File: src/hw/rtl/ledusd_pkg.sv
package ledusd_pkg;

    // parser phases
    typedef enum logic [2:0] {
        PH_RED     = 3'd0,
        PH_GREEN   = 3'd1,
        PH_BLUE    = 3'd2,
        PH_COUNT   = 3'd3,
        PH_TARGETS = 3'd4
    } phase_t;

    localparam int QDepth = 4;
    localparam int QAddrW = $clog2(QDepth);
    localparam int QCntW  = $clog2(QDepth + 1);

    // x[6:4] value that selects the column / half-row forms
    localparam logic [2:0] LineGroup = 3'b110;

    // one target byte together with the colour of its record
    typedef struct packed {
        logic [6:0] target;
        logic [5:0] red;
        logic [5:0] green;
        logic [5:0] blue;
    } target_t;

    function automatic logic [6:0] level_of(logic [5:0] v);
        logic [6:0] lv;
        if (v == 6'd0)
            lv = 7'd0;
        else
            lv = {1'b0, v} + 7'd2;
        return lv;
    endfunction

    // index of the final write of a target byte
    function automatic logic [2:0] last_step(logic [6:0] x);
        logic [2:0] ls;
        if (x[6:4] == LineGroup)
            ls = 3'd7;
        else if (x[6] && x[5])
            ls = 3'd3;
        else if (x[6])
            ls = 3'd1;
        else
            ls = 3'd0;
        return ls;
    endfunction

    function automatic logic [5:0] pad_of(logic [6:0] x, logic [2:0] step);
        logic [5:0] inv;
        logic [5:0] pad;
        inv = ~x[5:0];
        if (x[6:4] != LineGroup) begin
            case (step[1:0])
                2'd0:    pad = x[5:0];
                2'd1:    pad = inv;
                2'd2:    pad = {1'b0, x[4:2], inv[1:0]};
                default: pad = {x[5], inv[4:2], x[1:0]};
            endcase
        end else if (x[3]) begin
            pad = {x[5] & x[2], step, x[1:0]};
        end else begin
            // alternate between the upper and lower half-row
            pad = {step[0], x[2:0], step[2:1]};
        end
        return pad;
    endfunction

endpackage

File: src/hw/rtl/ledusd_front.sv
module ledusd_front (
    input  logic                 clk,
    input  logic                 rst_n,
    input  logic                 accept,
    input  logic [6:0]           data_byte,
    input  logic                 frame_start,
    output logic                 push,
    output ledusd_pkg::target_t  push_entry
);

    ledusd_pkg::phase_t phase_reg, phase_next;
    logic [5:0] red_reg, red_next;
    logic [5:0] green_reg, green_next;
    logic [5:0] blue_reg, blue_next;
    logic [6:0] left_reg, left_next;
    ledusd_pkg::phase_t cur_phase;
    logic [6:0] left_dec;

    always_ff @(posedge clk or negedge rst_n)
    begin
        if (!rst_n)
        begin
            phase_reg <= ledusd_pkg::PH_RED;
            red_reg   <= 6'd0;
            green_reg <= 6'd0;
            blue_reg  <= 6'd0;
            left_reg  <= 7'd0;
        end
        else
        begin
            phase_reg <= phase_next;
            red_reg   <= red_next;
            green_reg <= green_next;
            blue_reg  <= blue_next;
            left_reg  <= left_next;
        end
    end

    assign left_dec = left_reg - 7'd1;

    always_comb
    begin
        phase_next = phase_reg;
        red_next   = red_reg;
        green_next = green_reg;
        blue_next  = blue_reg;
        left_next  = left_reg;
        push       = 1'b0;
        push_entry = '{target: data_byte, red: red_reg, green: green_reg, blue: blue_reg};
        cur_phase  = frame_start ? ledusd_pkg::PH_RED : phase_reg;

        if (accept)
        begin
            unique case (cur_phase)
                ledusd_pkg::PH_GREEN:
                begin
                    green_next = data_byte[5:0];
                    left_next  = {left_reg[6:2], data_byte[6], left_reg[0]};
                    phase_next = ledusd_pkg::PH_BLUE;
                end
                ledusd_pkg::PH_BLUE:
                begin
                    blue_next  = data_byte[5:0];
                    left_next  = {4'd0, left_reg[2:1], data_byte[6]};
                    if (left_reg[2:1] == 2'd0 && !data_byte[6])
                        phase_next = ledusd_pkg::PH_COUNT;
                    else
                        phase_next = ledusd_pkg::PH_TARGETS;
                end
                ledusd_pkg::PH_COUNT:
                begin
                    left_next  = data_byte;
                    phase_next = (data_byte == 7'd0) ? ledusd_pkg::PH_RED
                                                     : ledusd_pkg::PH_TARGETS;
                end
                ledusd_pkg::PH_TARGETS:
                begin
                    push      = 1'b1;
                    left_next = left_dec;
                    if (left_dec == 7'd0)
                        phase_next = ledusd_pkg::PH_RED;
                end
                default:
                begin
                    red_next   = data_byte[5:0];
                    left_next  = {4'd0, data_byte[6], 2'd0};
                    phase_next = ledusd_pkg::PH_GREEN;
                end
            endcase
        end
    end

endmodule

File: src/hw/rtl/ledusd_queue.sv
module ledusd_queue (
    input  logic                 clk,
    input  logic                 rst_n,
    input  logic                 push,
    input  ledusd_pkg::target_t  push_entry,
    input  logic                 pop,
    output ledusd_pkg::target_t  head,
    output logic                 full,
    output logic                 not_empty
);

    ledusd_pkg::target_t entry_reg [ledusd_pkg::QDepth];
    logic [ledusd_pkg::QAddrW-1:0] wr_ptr_reg, rd_ptr_reg;
    logic [ledusd_pkg::QCntW-1:0]  count_reg, count_next;
    logic do_push, do_pop;

    assign full      = (count_reg == ledusd_pkg::QCntW'(ledusd_pkg::QDepth));
    assign not_empty = (count_reg != '0);
    assign do_push   = push && !full;
    assign do_pop    = pop && not_empty;
    assign head      = entry_reg[rd_ptr_reg];

    always_comb
    begin
        count_next = count_reg;
        if (do_push && !do_pop)
            count_next = count_reg + 1'b1;
        else if (do_pop && !do_push)
            count_next = count_reg - 1'b1;
    end

    always_ff @(posedge clk or negedge rst_n)
    begin
        if (!rst_n)
        begin
            wr_ptr_reg <= '0;
            rd_ptr_reg <= '0;
            count_reg  <= '0;
        end
        else
        begin
            count_reg <= count_next;
            if (do_push)
                wr_ptr_reg <= wr_ptr_reg + 1'b1;
            if (do_pop)
                rd_ptr_reg <= rd_ptr_reg + 1'b1;
        end
    end

    always_ff @(posedge clk)
    begin
        if (do_push)
            entry_reg[wr_ptr_reg] <= push_entry;
    end

    a_count_range: assert property (@(posedge clk) disable iff (!rst_n)
        count_reg <= ledusd_pkg::QCntW'(ledusd_pkg::QDepth))
        else $error("queue occupancy out of range");

    a_ptr_gap: assert property (@(posedge clk) disable iff (!rst_n)
        (wr_ptr_reg - rd_ptr_reg) == count_reg[ledusd_pkg::QAddrW-1:0])
        else $error("queue pointers disagree with occupancy");

endmodule

File: src/hw/rtl/ledusd_back.sv
module ledusd_back (
    input  logic                 clk,
    input  logic                 rst_n,
    input  ledusd_pkg::target_t  head,
    input  logic                 head_valid,
    output logic                 pop,
    output logic                 out_valid,
    input  logic                 out_ready,
    output logic [5:0]           led_index,
    output logic [6:0]           red_level,
    output logic [6:0]           green_level,
    output logic [6:0]           blue_level,
    output logic                 last_write
);

    ledusd_pkg::target_t cur_reg;
    logic       cur_valid_reg, cur_valid_next;
    logic [2:0] step_reg, step_next;
    logic       out_valid_reg;
    logic [5:0] index_reg;
    logic [6:0] red_reg, green_reg, blue_reg;
    logic       last_reg;
    logic       advance, emit, final_step, load;

    assign advance    = !out_valid_reg || out_ready;
    assign emit       = advance && cur_valid_reg;
    assign final_step = (step_reg == ledusd_pkg::last_step(cur_reg.target));
    assign pop        = head_valid && (!cur_valid_reg || (emit && final_step));
    assign load       = pop;

    always_comb
    begin
        cur_valid_next = cur_valid_reg;
        step_next      = step_reg;
        if (load)
        begin
            cur_valid_next = 1'b1;
            step_next      = 3'd0;
        end
        else if (emit)
        begin
            if (final_step)
                cur_valid_next = 1'b0;
            else
                step_next = step_reg + 3'd1;
        end
    end

    always_ff @(posedge clk or negedge rst_n)
    begin
        if (!rst_n)
        begin
            cur_valid_reg <= 1'b0;
            step_reg      <= 3'd0;
            out_valid_reg <= 1'b0;
        end
        else
        begin
            cur_valid_reg <= cur_valid_next;
            step_reg      <= step_next;
            if (advance)
                out_valid_reg <= cur_valid_reg;
        end
    end

    always_ff @(posedge clk)
    begin
        if (load)
            cur_reg <= head;
        if (emit)
        begin
            index_reg <= ledusd_pkg::pad_of(cur_reg.target, step_reg);
            red_reg   <= ledusd_pkg::level_of(cur_reg.red);
            green_reg <= ledusd_pkg::level_of(cur_reg.green);
            blue_reg  <= ledusd_pkg::level_of(cur_reg.blue);
            last_reg  <= final_step;
        end
    end

    assign out_valid   = out_valid_reg;
    assign led_index   = index_reg;
    assign red_level   = red_reg;
    assign green_level = green_reg;
    assign blue_level  = blue_reg;
    assign last_write  = last_reg;

    a_step_bound: assert property (@(posedge clk) disable iff (!rst_n)
        cur_valid_reg |-> step_reg <= ledusd_pkg::last_step(cur_reg.target))
        else $error("write step past end of target expansion");

    a_more_writes: assert property (@(posedge clk) disable iff (!rst_n)
        (out_valid_reg && !last_reg) |-> cur_valid_reg)
        else $error("non-final write shown with no target in work");

    a_no_load_busy: assert property (@(posedge clk) disable iff (!rst_n)
        (cur_valid_reg && !(emit && final_step)) |-> !pop)
        else $error("queue popped while target still expanding");

endmodule

File: src/hw/rtl/led_update_stream_decompressor_unit.sv
// Path: a target byte passes the queue entry, the current-target register and
// the output register to its first LED write; colour and count bytes give none.
// Throughput: one input byte per cycle while the 4-entry queue has room; a target
// byte gives 1, 2, 4 or 8 writes, one per cycle unless out_ready holds them off.
// Reset: rst_n clears the parser to expect a red byte, colours and count to zero,
// and empties the queue and the output register.
module led_update_stream_decompressor_unit (
    input  logic       clk,
    input  logic       rst_n,
    input  logic       in_valid,
    output logic       in_ready,
    input  logic [6:0] data_byte,
    input  logic       frame_start,
    output logic       out_valid,
    input  logic       out_ready,
    output logic [5:0] led_index,
    output logic [6:0] red_level,
    output logic [6:0] green_level,
    output logic [6:0] blue_level,
    output logic       last_write
);

    ledusd_pkg::target_t push_entry, head;
    logic push, pop, full, not_empty, accept;

    assign in_ready = !full;
    assign accept   = in_valid && in_ready;

    ledusd_front u_front (
        .clk         (clk),
        .rst_n       (rst_n),
        .accept      (accept),
        .data_byte   (data_byte),
        .frame_start (frame_start),
        .push        (push),
        .push_entry  (push_entry)
    );

    ledusd_queue u_queue (
        .clk        (clk),
        .rst_n      (rst_n),
        .push       (push),
        .push_entry (push_entry),
        .pop        (pop),
        .head       (head),
        .full       (full),
        .not_empty  (not_empty)
    );

    ledusd_back u_back (
        .clk         (clk),
        .rst_n       (rst_n),
        .head        (head),
        .head_valid  (not_empty),
        .pop         (pop),
        .out_valid   (out_valid),
        .out_ready   (out_ready),
        .led_index   (led_index),
        .red_level   (red_level),
        .green_level (green_level),
        .blue_level  (blue_level),
        .last_write  (last_write)
    );

endmodule

File: config.mk
export PLATFORM = sky130hd
export DESIGN_NAME = led_update_stream_decompressor_unit
export DESIGN_NICKNAME = d
export VERILOG_FILES = /design/src/hw/rtl/ledusd_pkg.sv /design/src/hw/rtl/ledusd_front.sv /design/src/hw/rtl/ledusd_queue.sv /design/src/hw/rtl/ledusd_back.sv /design/src/hw/rtl/led_update_stream_decompressor_unit.sv
export SDC_FILE = /design/constraint.sdc
export NUM_CORES = 1
export LEC_CHECK = 0
export ABC_CLOCK_PERIOD_IN_PS = 4720
export BUFFER_PORTS_ARGS = -buffer_cell sky130_fd_sc_hd__buf_2
export CORE_MARGIN = 3
export CORE_UTILIZATION = 33
export DETAILED_ROUTE_END_ITERATION = 12
export GPL_TIMING_DRIVEN = 0
export SYNTH_ARGS = -nofsm -noshare
export SYNTH_HDL_FRONTEND = slang
export SYNTH_HIERARCHICAL = 1
export SYNTH_SLANG_ARGS = --single-unit
File: constraint.sdc
create_clock -name clk -period 4.72 [get_ports clk]
set_clock_uncertainty 0.15 [all_clocks]
set_input_delay 0.472 -clock clk [delete_from_list [all_inputs] [get_ports clk]]
set_output_delay 0.472 -clock clk [all_outputs]
set_load 0.02 [all_outputs]
== After elaboration in Yosys (flattened, before gate mapping) ==
Memories as Yosys holds them, arrays and structs flattened. A register that Yosys moved wholly into a read port is not among the register bits.
Index checks and enable logic that the tools add are counted.

* Output and inout port bits: 30
* Flip-flop bits (word level): 68
* Memory bits (writable): 100
* Word-level logic and storage cells: 108
* Input port bits: 12
* Memories: 1

* Mux-type cells: 24
* Add/subtract/negate cells: 9
* Equality and inequality tests: 12
* Bitwise logic cells: 5
* Reductions and logical operators: 39

{| class="wikitable"
|+ Memories
! name !! words !! bits a word !! rd ports !! clocked after memory_dff !! wr ports !! line !! source
|-
| u_queue.entry_reg || 4 || 25 || 1 || 1 || 1 || ledusd_queue.sv:12 || <nowiki>ledusd_pkg::target_t entry_reg [ledusd_pkg::QDepth];</nowiki>
|}

{| class="wikitable"
|+ Operators with widths
! kind !! number
|-
| $mux W3 || 11
|-
| $pmux W7 S4 || 1
|-
| $add A6 B2 Y7 const B || 3
|-
| $logic_not A6 Y1 || 3
|-
| $pmux W6 S3 || 1
|-
| $reduce_and A2 Y1 || 8
|-
| $logic_not A7 Y1 || 2
|-
| $mux W6 || 2
|-
| $pmux W3 S4 || 1
|-
| $logic_and A1 B1 Y1 || 10
|-
| $eq A3 B3 Y1 const B || 3
|-
| $mux W1 || 8
|-
| $sub A7 B1 Y7 const B || 1
|-
| $add A3 B1 Y3 const B || 2
|-
| $eq A3 B2 Y1 const B || 2
|-
| $logic_not A1 Y1 || 6
|-
| $not A6 Y6 || 1
|-
| $reduce_bool A2 Y1 || 3
|-
| $add A2 B1 Y2 const B || 2
|-
| $logic_not A2 Y1 || 2
|-
| $reduce_or A4 Y1 || 1
|-
| $eq A3 B1 Y1 const B || 1
|-
| $eq A3 B3 Y1 || 1
|-
| $ne A3 B3 Y1 const B || 1
|-
| other kinds (10) || 13
|}

== Depth between registers and ports, before layout ==
Gate-level depths: netlist of the first run.

* Depth in word-level cells: 11
* Gate-level depth with buffers: 13
* Depth with buffers taken out: 12

== Cells and area by module ==
The synthesis of the first run kept the hierarchy.

{| class="wikitable"
|+ By module, submodules not included
! module !! area an instance (um2) !! seq. area each (um2) !! cells an instance !! instances
|-
| ledusd_queue || 4,080.2 || 3,178.0 || 166 || 1
|-
| ledusd_back || 2,463.6 || 1,716.6 || 172 || 1
|-
| ledusd_front || 1,554.0 || 700.7 || 150 || 1
|-
| led_update_stream_decompressor_unit || 10.0 || 0.0 || 2 || 1
|}

== Worst setup path before layout of the first run ==
No wires, ideal clock.

* Kind: register -> register
* Start: reg u_back.step_reg[1]
* End: reg u_queue/count_reg[1] in the netlist's numbering
* Cell stages (with the launch flop): 10
* Path buffers: 0
* Data required time: 4,445 ps
* Clock period less this slack: 3,341 ps
* Setup time: 125 ps
* Setup slack: 1,379 ps
* Data arrival time: 3,067 ps
* Cells stage by stage: dfrtp_1 -> nor4_1 -> a31oi_4 -> o21ai_1 -> and2_1 -> nand2_1 -> ha_1 -> inv_1 -> fa_1 -> mux2_2

* Longest elaborated chain between the ends: 8
* Elaborated cells between the ends (all ways): 10
* Those cells by class: eq/ne (1); mux (1); reduce/logical (8)

{| class="wikitable"
|+ RTL lines
! item !! line !! source
|-
| from (decl) || ledusd_back.sv:18 || <nowiki>logic [2:0] step_reg, step_next;</nowiki>
|-
| from (signal assigned) || ledusd_back.sv:60 || <nowiki>step_reg <= step_next;</nowiki>
|-
| $eq A3 B3 Y1 || ledusd_back.sv:27 || <nowiki>assign final_step = (step_reg == ledusd_pkg::last_step(cur_reg.target));</nowiki>
|-
| $logic_and A1 B1 Y1 || ledusd_back.sv:28 || <nowiki>assign pop = head_valid && (!cur_valid_reg || (emit && final_step));</nowiki>
|-
| $logic_or A1 B1 Y1 || ledusd_back.sv:28 ||
|-
| $logic_and A1 B1 Y1 || ledusd_back.sv:28 ||
|-
| via pop || led_update_stream_decompressor_unit.sv:24 || <nowiki>logic push, pop, full, not_empty, accept;</nowiki>
|-
| $logic_and A1 B1 Y1 || ledusd_queue.sv:20 || <nowiki>assign do_pop = pop && not_empty;</nowiki>
|-
| $logic_not A1 Y1 || ledusd_queue.sv:26 || <nowiki>if (do_push && !do_pop)</nowiki>
|-
| $logic_and A1 B1 Y1 || ledusd_queue.sv:26 ||
|-
| $mux W3 || ledusd_queue.sv:26 ||
|-
| via u_queue.count_next (one bit) || ledusd_queue.sv:14 || <nowiki>logic [ledusd_pkg::QCntW-1:0] count_reg, count_next;</nowiki>
|-
| to (signal assigned) || ledusd_queue.sv:42 || <nowiki>count_reg <= count_next;</nowiki>
|-
| to (decl) || ledusd_queue.sv:14 ||
|}

The timed path passes the listed nets, and every way through them passes these cells.
A chain may end at the register's enable or synchronous reset.

== Worst setup path in the final report of the first run ==
Ends and elaborated chain as after synthesis.

==> impl_results.html, run 1 <==
<table>
<tr><th>Metric</th><th>Value</th></tr>
<tr><th colspan="2">Floorplan</th></tr>
<tr><td>Die width</td><td>163 um</td></tr>
<tr><td>Total die area</td><td>26500 um^2</td></tr>
<tr><td>IO Count</td><td>42</td></tr>
<tr><td>Starting density of the core</td><td>34.0%</td></tr>
<tr><td>Height of the die</td><td>163 um</td></tr>
<tr><td>Standard cell core area</td><td>23800 um^2</td></tr>
<tr><td>Std cell rows</td><td>56</td></tr>
<tr><th colspan="2">Placement</th></tr>
<tr><td>Placed wire-length estimate after detailed placement</td><td>9.30 mm</td></tr>
<tr><td>Cell area reported after detailed placement</td><td>8720 um^2</td></tr>
<tr><td>I/O Buffers</td><td>39</td></tr>
<tr><td>Gpl congestion</td><td>0.845</td></tr>
<tr><th colspan="2">Clock tree</th></tr>
<tr><td>Number of cells upsized or downsized after cts</td><td>0</td></tr>
<tr><td>Reg clk slew, reported paths</td><td>0.07 ns</td></tr>
<tr><td>Setup Buffers After CTS</td><td>0</td></tr>
<tr><td>H-tree lvl count</td><td>4</td></tr>
<tr><td>Worst-Skew Late Latency</td><td>0.42 ns</td></tr>
<tr><td>Clk sinks</td><td>193</td></tr>
<tr><td>CTS tree</td><td>yes</td></tr>
<tr><td>Clock tree root driver cell</td><td>sky130_fd_sc_hd__clkbuf_16</td></tr>
<tr><td>Clock buffer depth</td><td>2</td></tr>
<tr><td>CTS Buf Count</td><td>17</td></tr>
<tr><td>Hold-fix buffers, CTS</td><td>0</td></tr>
<tr><th colspan="2">Setup path</th></tr>
<tr><td>Crit Path Max Fanout</td><td>27</td></tr>
<tr><td>Critical Path Sink Type</td><td>flop</td></tr>
<tr><td>Highest-delay cell along the critical path</td><td>sky130_fd_sc_hd__and2_1</td></tr>
<tr><td>Worst R2R Setup Slack</td><td>0.70 ns</td></tr>
<tr><td>Cell type group with the largest total delay on the critical path</td><td>simple AND/OR/NAND/NOR gates</td></tr>
<tr><td>Crit Path Category</td><td>reg2reg</td></tr>
<tr><td>Critical Path AT</td><td>4.18 ns</td></tr>
<tr><td>CP startpoint kind</td><td>flop</td></tr>
<tr><td>Count of cells along the worst register-to-register path</td><td>9</td></tr>
<tr><td>Worst Path Required</td><td>4.88 ns</td></tr>
<tr><td>Maximum cell stage delay along the critical path</td><td>0.99 ns</td></tr>
<tr><td>Crit Reg-Reg Startpoint</td><td>u_back/step_reg[1]</td></tr>
<tr><td>End of the worst register-to-register path</td><td>u_queue/count_reg[1]</td></tr>
<tr><td>Sum of buffers and inverters on the critical path</td><td>1</td></tr>
<tr><td>Crit path cell chain</td><td>nor4_1 &gt; a31oi_4 &gt; o21ai_1 &gt; and2_1 &gt; nand2_1 &gt; ha_1 &gt; inv_1 &gt; fa_1 &gt; mux2_2</td></tr>
<tr><th colspan="2">Detailed routing</th></tr>
<tr><td>Total via count after detailed routing</td><td>4255</td></tr>
<tr><td>Drt pass-1 iters</td><td>5</td></tr>
<tr><td>WL per Instance</td><td>16.0 um</td></tr>
<tr><td>Number of nets with antenna violations after detailed routing</td><td>0</td></tr>
<tr><td>Initial DRC Count</td><td>365</td></tr>
<tr><td>Number of vias per cell</td><td>4.82</td></tr>
<tr><td>DRC errors left</td><td>0</td></tr>
<tr><td>Aggregate routed wire length</td><td>14.1 mm</td></tr>
<tr><th colspan="2">Global route</th></tr>
<tr><td>Remaining Overflow, GRT</td><td>0</td></tr>
<tr><td>Pin count of the biggest net entering global routing</td><td>41</td></tr>
<tr><td>Via count of the first global-routing pass</td><td>4316</td></tr>
<tr><td>Overall global routing resource usage</td><td>11.3%</td></tr>
<tr><td>Wire length of the first global-routing pass</td><td>22.8 mm</td></tr>
<tr><td>Antenna violations before repair</td><td>0</td></tr>
<tr><th colspan="2">Logic synthesis</th></tr>
<tr><td>Cell count after synthesis</td><td>490</td></tr>
<tr><td>Sequential area share after synthesis</td><td>69.0%</td></tr>
<tr><td>Dominant register cell in the synthesized netlist</td><td>sky130_fd_sc_hd__edfxtp_1</td></tr>
<tr><td>Library cells used by synthesis</td><td>62</td></tr>
<tr><td>Synth async-reset ratio</td><td>20.7%</td></tr>
<tr><td>Syn Std Cell Area</td><td>8110 um^2</td></tr>
<tr><td>Synthesized Nets</td><td>518</td></tr>
<tr><td>Number of enable-type register cells in the synthesized netlist</td><td>153</td></tr>
<tr><td>Total of flip-flops plus latches after synthesis</td><td>193</td></tr>
<tr><td>Post-synthesis area per instance</td><td>16.5 um^2</td></tr>
<tr><td>Synth warn</td><td>6</td></tr>
<tr><th colspan="2">Flow run</th></tr>
<tr><td>Max-cap violations</td><td>0</td></tr>
<tr><th colspan="2">Layout</th></tr>
<tr><td>Area Growth Syn to Fin</td><td>14.7%</td></tr>
<tr><td>Largest register FFs</td><td>100</td></tr>
<tr><td>Area taken by flip-flops and latches</td><td>5600 um^2</td></tr>
<tr><td>Count of antenna diodes in the layout</td><td>0</td></tr>
<tr><td>Core occupancy in the finished layout</td><td>39.0%</td></tr>
<tr><td>Post-route design area</td><td>9300 um^2</td></tr>
<tr><td>Fillcell total</td><td>2212</td></tr>
<tr><td>Final #Nets</td><td>578</td></tr>
<tr><td>Ratio of cells with drive above 1 in the final layout</td><td>24.9%</td></tr>
<tr><td>Footprint of the multi-input gates</td><td>2260 um^2</td></tr>
<tr><th colspan="2">Timing</th></tr>
<tr><td>Ratio of final minimum period to clock period</td><td>85.1%</td></tr>
<tr><td>Worst relative slew slack</td><td>14.5%</td></tr>
<tr><td>Slew at the pin closest to its max-slew limit</td><td>1.28 ns</td></tr>
<tr><td>Setup TNS</td><td>0 ns</td></tr>
<tr><td>Slew Limit Fails</td><td>0</td></tr>
<tr><td>Number of failing hold endpoints at the final stage</td><td>0</td></tr>
<tr><td>Total of endpoints with negative setup slack in the final report</td><td>0</td></tr>
<tr><td>Time the final worst path needs with I/O delays and setup</td><td>4.02 ns</td></tr>
<tr><td>Max frequency</td><td>0.249 GHz</td></tr>
<tr><td>RSZ-0062 raised after global routing</td><td>false</td></tr>
<tr><th colspan="2">Pwr</th></tr>
<tr><td>Total power of the final layout</td><td>5050 uW</td></tr>
<tr><td>Peak supply drop</td><td>0.308 mV</td></tr>
<tr><td>Cell Pwr Density</td><td>543 nW/um^2</td></tr>
<tr><td>Leakage power summed over all cells</td><td>0.00330 uW</td></tr>
<tr><th colspan="2">Run status</th></tr>
<tr><td>Result of the run</td><td>complete, no violations</td></tr>
<tr><th colspan="2">Min path</th></tr>
<tr><td>Hold Path Class</td><td>in2async</td></tr>
</table>
cells in the mapped netlist, types with 9 or more instances:
library cell,instances,area [um^2]
sky130_fd_sc_hd__a21oi_1,11,55.1
sky130_fd_sc_hd__clkbuf_1,10,37.5
sky130_fd_sc_hd__dfrtp_1,40,1000
sky130_fd_sc_hd__edfxtp_1,153,4590
sky130_fd_sc_hd__ha_1,15,188
sky130_fd_sc_hd__inv_1,15,56.3
sky130_fd_sc_hd__mux2_2,19,214
sky130_fd_sc_hd__mux4_2,18,405
sky130_fd_sc_hd__nand2_1,21,78.8
sky130_fd_sc_hd__nand3_1,11,55.1
sky130_fd_sc_hd__nor2_1,20,75.1
sky130_fd_sc_hd__nor2b_1,9,56.3
sky130_fd_sc_hd__nor3_1,9,45.0
sky130_fd_sc_hd__o21ai_0,12,60.1
sky130_fd_sc_hd__xnor2_1,15,131
worst max-delay path by stage:
stage,from,endpoint,cells past startpoint
floorplan,u_back/step_reg[1],u_queue/count_reg[1],9
global placement,u_back/step_reg[1],u_queue/count_reg[1],9
detailed placement,u_back/step_reg[1],u_queue/count_reg[1],9
CTS,u_back/step_reg[1],u_queue/count_reg[1],9
global route,u_back/step_reg[0],u_queue/count_reg[1],9
finish,u_back/step_reg[1],u_queue/count_reg[1],9
through the flow:
step,worst slack [ns],hold WS (ns),std cells
floorplan,1.38,0.0264,490
global placement,0.799,0.311,848
detailed placement,0.638,0.322,849
CTS,0.609,0.0884,881
global route,0.378,0.0877,882
finish,0.702,0.0574,882
cell type report:
class | instances | area share, %
Buffer | 29 | 2.14
Clock buffer | 25 | 5.55
Clock inverter | 7 | 0.525
Inverter | 15 | 0.605
Multi-Input combinational cell | 253 | 24.3
Sequential cell | 193 | 60.1
Tap cell | 319 | 4.29
Timing Repair Buffer | 41 | 2.42
layout by cell type (no fill, tap or decap), types with 12 or more instances in the layout:
cell                        netlist  layout
sky130_fd_sc_hd__edfxtp_1       153     153
sky130_fd_sc_hd__clkbuf_16        0      18
sky130_fd_sc_hd__inv_1           15      15
sky130_fd_sc_hd__mux2_2          19      19
sky130_fd_sc_hd__nand2_1         21      21
sky130_fd_sc_hd__mux4_2          18      18
sky130_fd_sc_hd__ha_1            15      15
sky130_fd_sc_hd__buf_2            7      46
sky130_fd_sc_hd__o21ai_0         12      12
sky130_fd_sc_hd__nor2_1          20      19
sky130_fd_sc_hd__clkbuf_1        10      13
sky130_fd_sc_hd__xnor2_1         15      15
sky130_fd_sc_hd__dfrtp_1         40      40
cells by family (layout without fill, tap and decap cells):
group	Yosys count	count (layout)	synth area share (%)
simple gates	106	106	7.05
compound gates	61	61	5.32
buf+inv	44	117	3.15
mux	52	52	11.0
xor+xnor	18	18	1.94
fa+ha+maj	16	16	2.56
flops	193	193	69.0
worst reg2reg max path: cells and delay by family, from the launching register on:
| kind | cells | cell delay [ns] |
|---|---|---|
| AOI/OAI and AO/OA | 2 | 0.30 |
| adders and majority gates | 2 | 0.72 |
| buffers and inverters | 1 | 0.08 |
| DFF | 1 | 0.50 |
| muxes | 1 | 0.27 |
| and+or+nand+nor | 3 | 1.88 |
routing by layer:
| metal | vias up | global-route usage (%) | part of all wire [%] |
|---|---|---|---|
| li1 | 1998 | - | - |
| met4 | 0 | 4.61 | 1.8 |
| met5 | - | 0 | 0 |
| met2 | 108 | 18.7 | 50 |
| met3 | 24 | 2.75 | 4.3 |
| met1 | 2125 | 14.1 | 44 |
report_power, final:
| part | leakage [uW] | switching, uW | internal (uW) | total, uW |
|---|---|---|---|---|
| combinational | 0.00113 | 669 | 603 | 1270 |
| clock | 0.000275 | 585 | 763 | 1350 |
| sequential | 0.00189 | 210 | 2220 | 2430 |
| total | 0.00330 | 1460 | 3590 | 5050 |
(Power assumes the default switching activity.)
==> run 2: changes to the inputs <==
Settings changed: PLACE_DENSITY set to 0.49, RECOVER_POWER set to 25.
==> impl_results.html, run 2 (synthesis results as in run 1) <==
<table>
<tr><th>Metric</th><th>Value</th></tr>
<tr><th colspan="2">Setup path</th></tr>
<tr><td>Worst Path Required</td><td>4.88 ns</td></tr>
<tr><td>Highest-delay cell along the critical path</td><td>sky130_fd_sc_hd__and2_2</td></tr>
<tr><td>Crit Path Max Fanout</td><td>27</td></tr>
<tr><td>Critical Path Sink Type</td><td>flop</td></tr>
<tr><td>Crit path cell chain</td><td>nor4_1 &gt; a31oi_4 &gt; o21ai_1 &gt; and2_2 &gt; nand2_1 &gt; ha_1 &gt; inv_1 &gt; fa_1 &gt; mux2_2</td></tr>
<tr><td>Crit Path Category</td><td>reg2reg</td></tr>
<tr><td>Maximum cell stage delay along the critical path</td><td>0.64 ns</td></tr>
<tr><td>Critical Path AT</td><td>3.68 ns</td></tr>
<tr><td>CP startpoint kind</td><td>flop</td></tr>
<tr><th colspan="2">Floorplan</th></tr>
<tr><td>Height of the die</td><td>163 um</td></tr>
<tr><td>IO Count</td><td>42</td></tr>
<tr><td>Standard cell core area</td><td>23800 um^2</td></tr>
<tr><td>Starting density of the core</td><td>34.0%</td></tr>
<tr><td>Total die area</td><td>26500 um^2</td></tr>
<tr><td>Std cell rows</td><td>56</td></tr>
<tr><td>Die width</td><td>163 um</td></tr>
<tr><th colspan="2">Clock tree</th></tr>
<tr><td>Clock buffer depth</td><td>2</td></tr>
<tr><td>Number of cells upsized or downsized after cts</td><td>0</td></tr>
<tr><td>Worst-Skew Late Latency</td><td>0.42 ns</td></tr>
<tr><td>Reg clk slew, reported paths</td><td>0.07 ns</td></tr>
<tr><td>Clk sinks</td><td>193</td></tr>
<tr><td>H-tree lvl count</td><td>4</td></tr>
<tr><td>CTS tree</td><td>yes</td></tr>
<tr><td>Clock tree root driver cell</td><td>sky130_fd_sc_hd__clkbuf_16</td></tr>
<tr><td>Hold-fix buffers, CTS</td><td>0</td></tr>
<tr><td>Setup Buffers After CTS</td><td>0</td></tr>
<tr><td>CTS Buf Count</td><td>17</td></tr>
<tr><th colspan="2">Layout</th></tr>
<tr><td>Most frequent cells in the layout</td><td>153 x sky130_fd_sc_hd__edfxtp_1, 40 x sky130_fd_sc_hd__buf_2, 40 x sky130_fd_sc_hd__dfrtp_1, 23 x sky130_fd_sc_hd__clkbuf_1, 21 x sky130_fd_sc_hd__nand2_1</td></tr>
<tr><td>Largest register FFs</td><td>100</td></tr>
<tr><td>Ratio of cells with drive above 1 in the final layout</td><td>23.4%</td></tr>
<tr><td>Most common cell after layout, fill and taps aside</td><td>sky130_fd_sc_hd__edfxtp_1</td></tr>
<tr><td>Area Growth Syn to Fin</td><td>15.0%</td></tr>
<tr><td>Count of antenna diodes in the layout</td><td>0</td></tr>
<tr><td>Count of non-filler cells in the finished layout</td><td>880</td></tr>
<tr><td>Core occupancy in the finished layout</td><td>39.1%</td></tr>
<tr><td>Final #Nets</td><td>576</td></tr>
<tr><td>Fillcell total</td><td>2228</td></tr>
<tr><th colspan="2">Pwr</th></tr>
<tr><td>Peak supply drop</td><td>0.248 mV</td></tr>
<tr><td>Cell internal pwr</td><td>3730 uW</td></tr>
<tr><td>Leakage power summed over all cells</td><td>0.00327 uW</td></tr>
<tr><td>Sw power</td><td>1520 uW</td></tr>
<tr><td>Share of total power in combinational logic</td><td>24.3%</td></tr>
<tr><td>Total power of the final layout</td><td>5240 uW</td></tr>
<tr><td>Cell Pwr Density</td><td>563 nW/um^2</td></tr>
<tr><td>Switching share of power</td><td>28.9%</td></tr>
<tr><td>Clk pwr share</td><td>29.3%</td></tr>
<tr><td>Sequential group share of total power</td><td>46.4%</td></tr>
<tr><th colspan="2">Placement</th></tr>
<tr><td>Placed wire-length estimate after detailed placement</td><td>9.54 mm</td></tr>
<tr><td>I/O Buffers</td><td>39</td></tr>
<tr><td>Gpl congestion</td><td>0.792</td></tr>
<tr><td>Placed cells</td><td>848</td></tr>
<tr><th colspan="2">Timing</th></tr>
<tr><td>Setup TNS</td><td>0 ns</td></tr>
<tr><td>Number of failing hold endpoints at the final stage</td><td>0</td></tr>
<tr><td>RSZ-0062 raised after global routing</td><td>false</td></tr>
<tr><td>Final hold slack</td><td>0.104 ns</td></tr>
<tr><td>Slew at the pin closest to its max-slew limit</td><td>1.08 ns</td></tr>
<tr><td>Time the final worst path needs with I/O delays and setup</td><td>3.53 ns</td></tr>
<tr><td>Max frequency</td><td>0.284 GHz</td></tr>
<tr><td>Total of endpoints with negative setup slack in the final report</td><td>0</td></tr>
<tr><td>Worst relative slew slack</td><td>28.3%</td></tr>
<tr><td>Ratio of final minimum period to clock period</td><td>74.7%</td></tr>
<tr><td>Slew Limit Fails</td><td>0</td></tr>
<tr><th colspan="2">Detailed routing</th></tr>
<tr><td>Aggregate routed wire length</td><td>15.1 mm</td></tr>
<tr><td>Initial DRC Count</td><td>312</td></tr>
<tr><td>Number of vias per cell</td><td>4.89</td></tr>
<tr><td>Number of nets with antenna violations after detailed routing</td><td>0</td></tr>
<tr><td>DRC errors left</td><td>0</td></tr>
<tr><td>WL per Instance</td><td>17.2 um</td></tr>
<tr><td>Drt pass-1 iters</td><td>5</td></tr>
<tr><td>Total via count after detailed routing</td><td>4305</td></tr>
<tr><th colspan="2">Global route</th></tr>
<tr><td>Overall global routing resource usage</td><td>12.0%</td></tr>
<tr><td>Antenna violations before repair</td><td>0</td></tr>
<tr><td>Wire length of the first global-routing pass</td><td>24.1 mm</td></tr>
<tr><td>Pin count of the biggest net entering global routing</td><td>41</td></tr>
<tr><td>Remaining Overflow, GRT</td><td>0</td></tr>
<tr><td>Via count of the first global-routing pass</td><td>4336</td></tr>
<tr><th colspan="2">Flow run</th></tr>
<tr><td>Max-cap violations</td><td>0</td></tr>
<tr><th colspan="2">Run status</th></tr>
<tr><td>Result of the run</td><td>complete, no violations</td></tr>
<tr><th colspan="2">Min path</th></tr>
<tr><td>Hold Path Class</td><td>in2async</td></tr>
</table>
-- run 2: critical path: cells and delay by family, from the launching register on --
family                   cells  cell delay [ns]
flip-flops                   1             0.50
AO/OA/AOI/OAI                2             0.29
adder cells (fa/ha/maj)      2             0.67
multiplexers                 1             0.27
AND/OR/NAND/NOR              3             1.46
buffers and inverters        1             0.07
-- run 2: metal layers --
layer  track usage [%]  vias up  share of wire (%)
met5                 0        -                  0
met4              3.84        0                1.1
met3              2.75       10                4.0
met2              19.2      101                 49
met1              16.3     2184                 46
li1                  -     2010                  -
-- run 2: final cells by class --
class	instances	area, um^2	area share [%]
tap	319	399	4.28
clock inverter	14	203	2.17
inverter	15	56.3	0.604
sequential	193	5600	60.0
buffer	29	173	1.85
timing repair buffer	39	188	2.01
multi-input combinational	253	2270	24.4
clock buffer	18	439	4.71
-- run 2: power groups by stage --
| stage | sequential [uW] | combinational, uW | clock, uW |
|---|---|---|---|
| after global placement | 2450 | 1270 | 0 |
| after CTS | 2430 | 1300 | 1580 |
| after global routing | 2480 | 1410 | 1660 |
| final | 2430 | 1270 | 1540 |
| after detailed placement | 2470 | 1290 | 0 |
| after floorplan | 2470 | 921 | 0 |
-- run 2: worst paths after layout --
path,endpoint,slack (ns),start,cells past startpoint
worst max-delay path,u_queue/count_reg[1],1.19,u_back/step_reg[1],9
worst max register to register,u_queue/count_reg[1],1.19,u_back/step_reg[1],9
worst min register to register,u_queue/count_reg[2],0.33,u_queue/count_reg[2],1
min in group clk,u_queue/entry_reg[2][24],0.19,data_byte[6],1
max in group asynchronous,u_front/red_reg[0],3.65,rst_n,1
worst min-delay path,u_queue/wr_ptr_reg[1],0.10,rst_n,1
-- run 2: per-stage QoR --
step / setup slack (ns) / instance area, um^2
detailed placement: 0.620 / 8710
floorplan: 1.38 / 8110
global route: 0.953 / 9320
global placement: 0.736 / 8700
CTS: 0.615 / 9360
finish: 1.19 / 9320
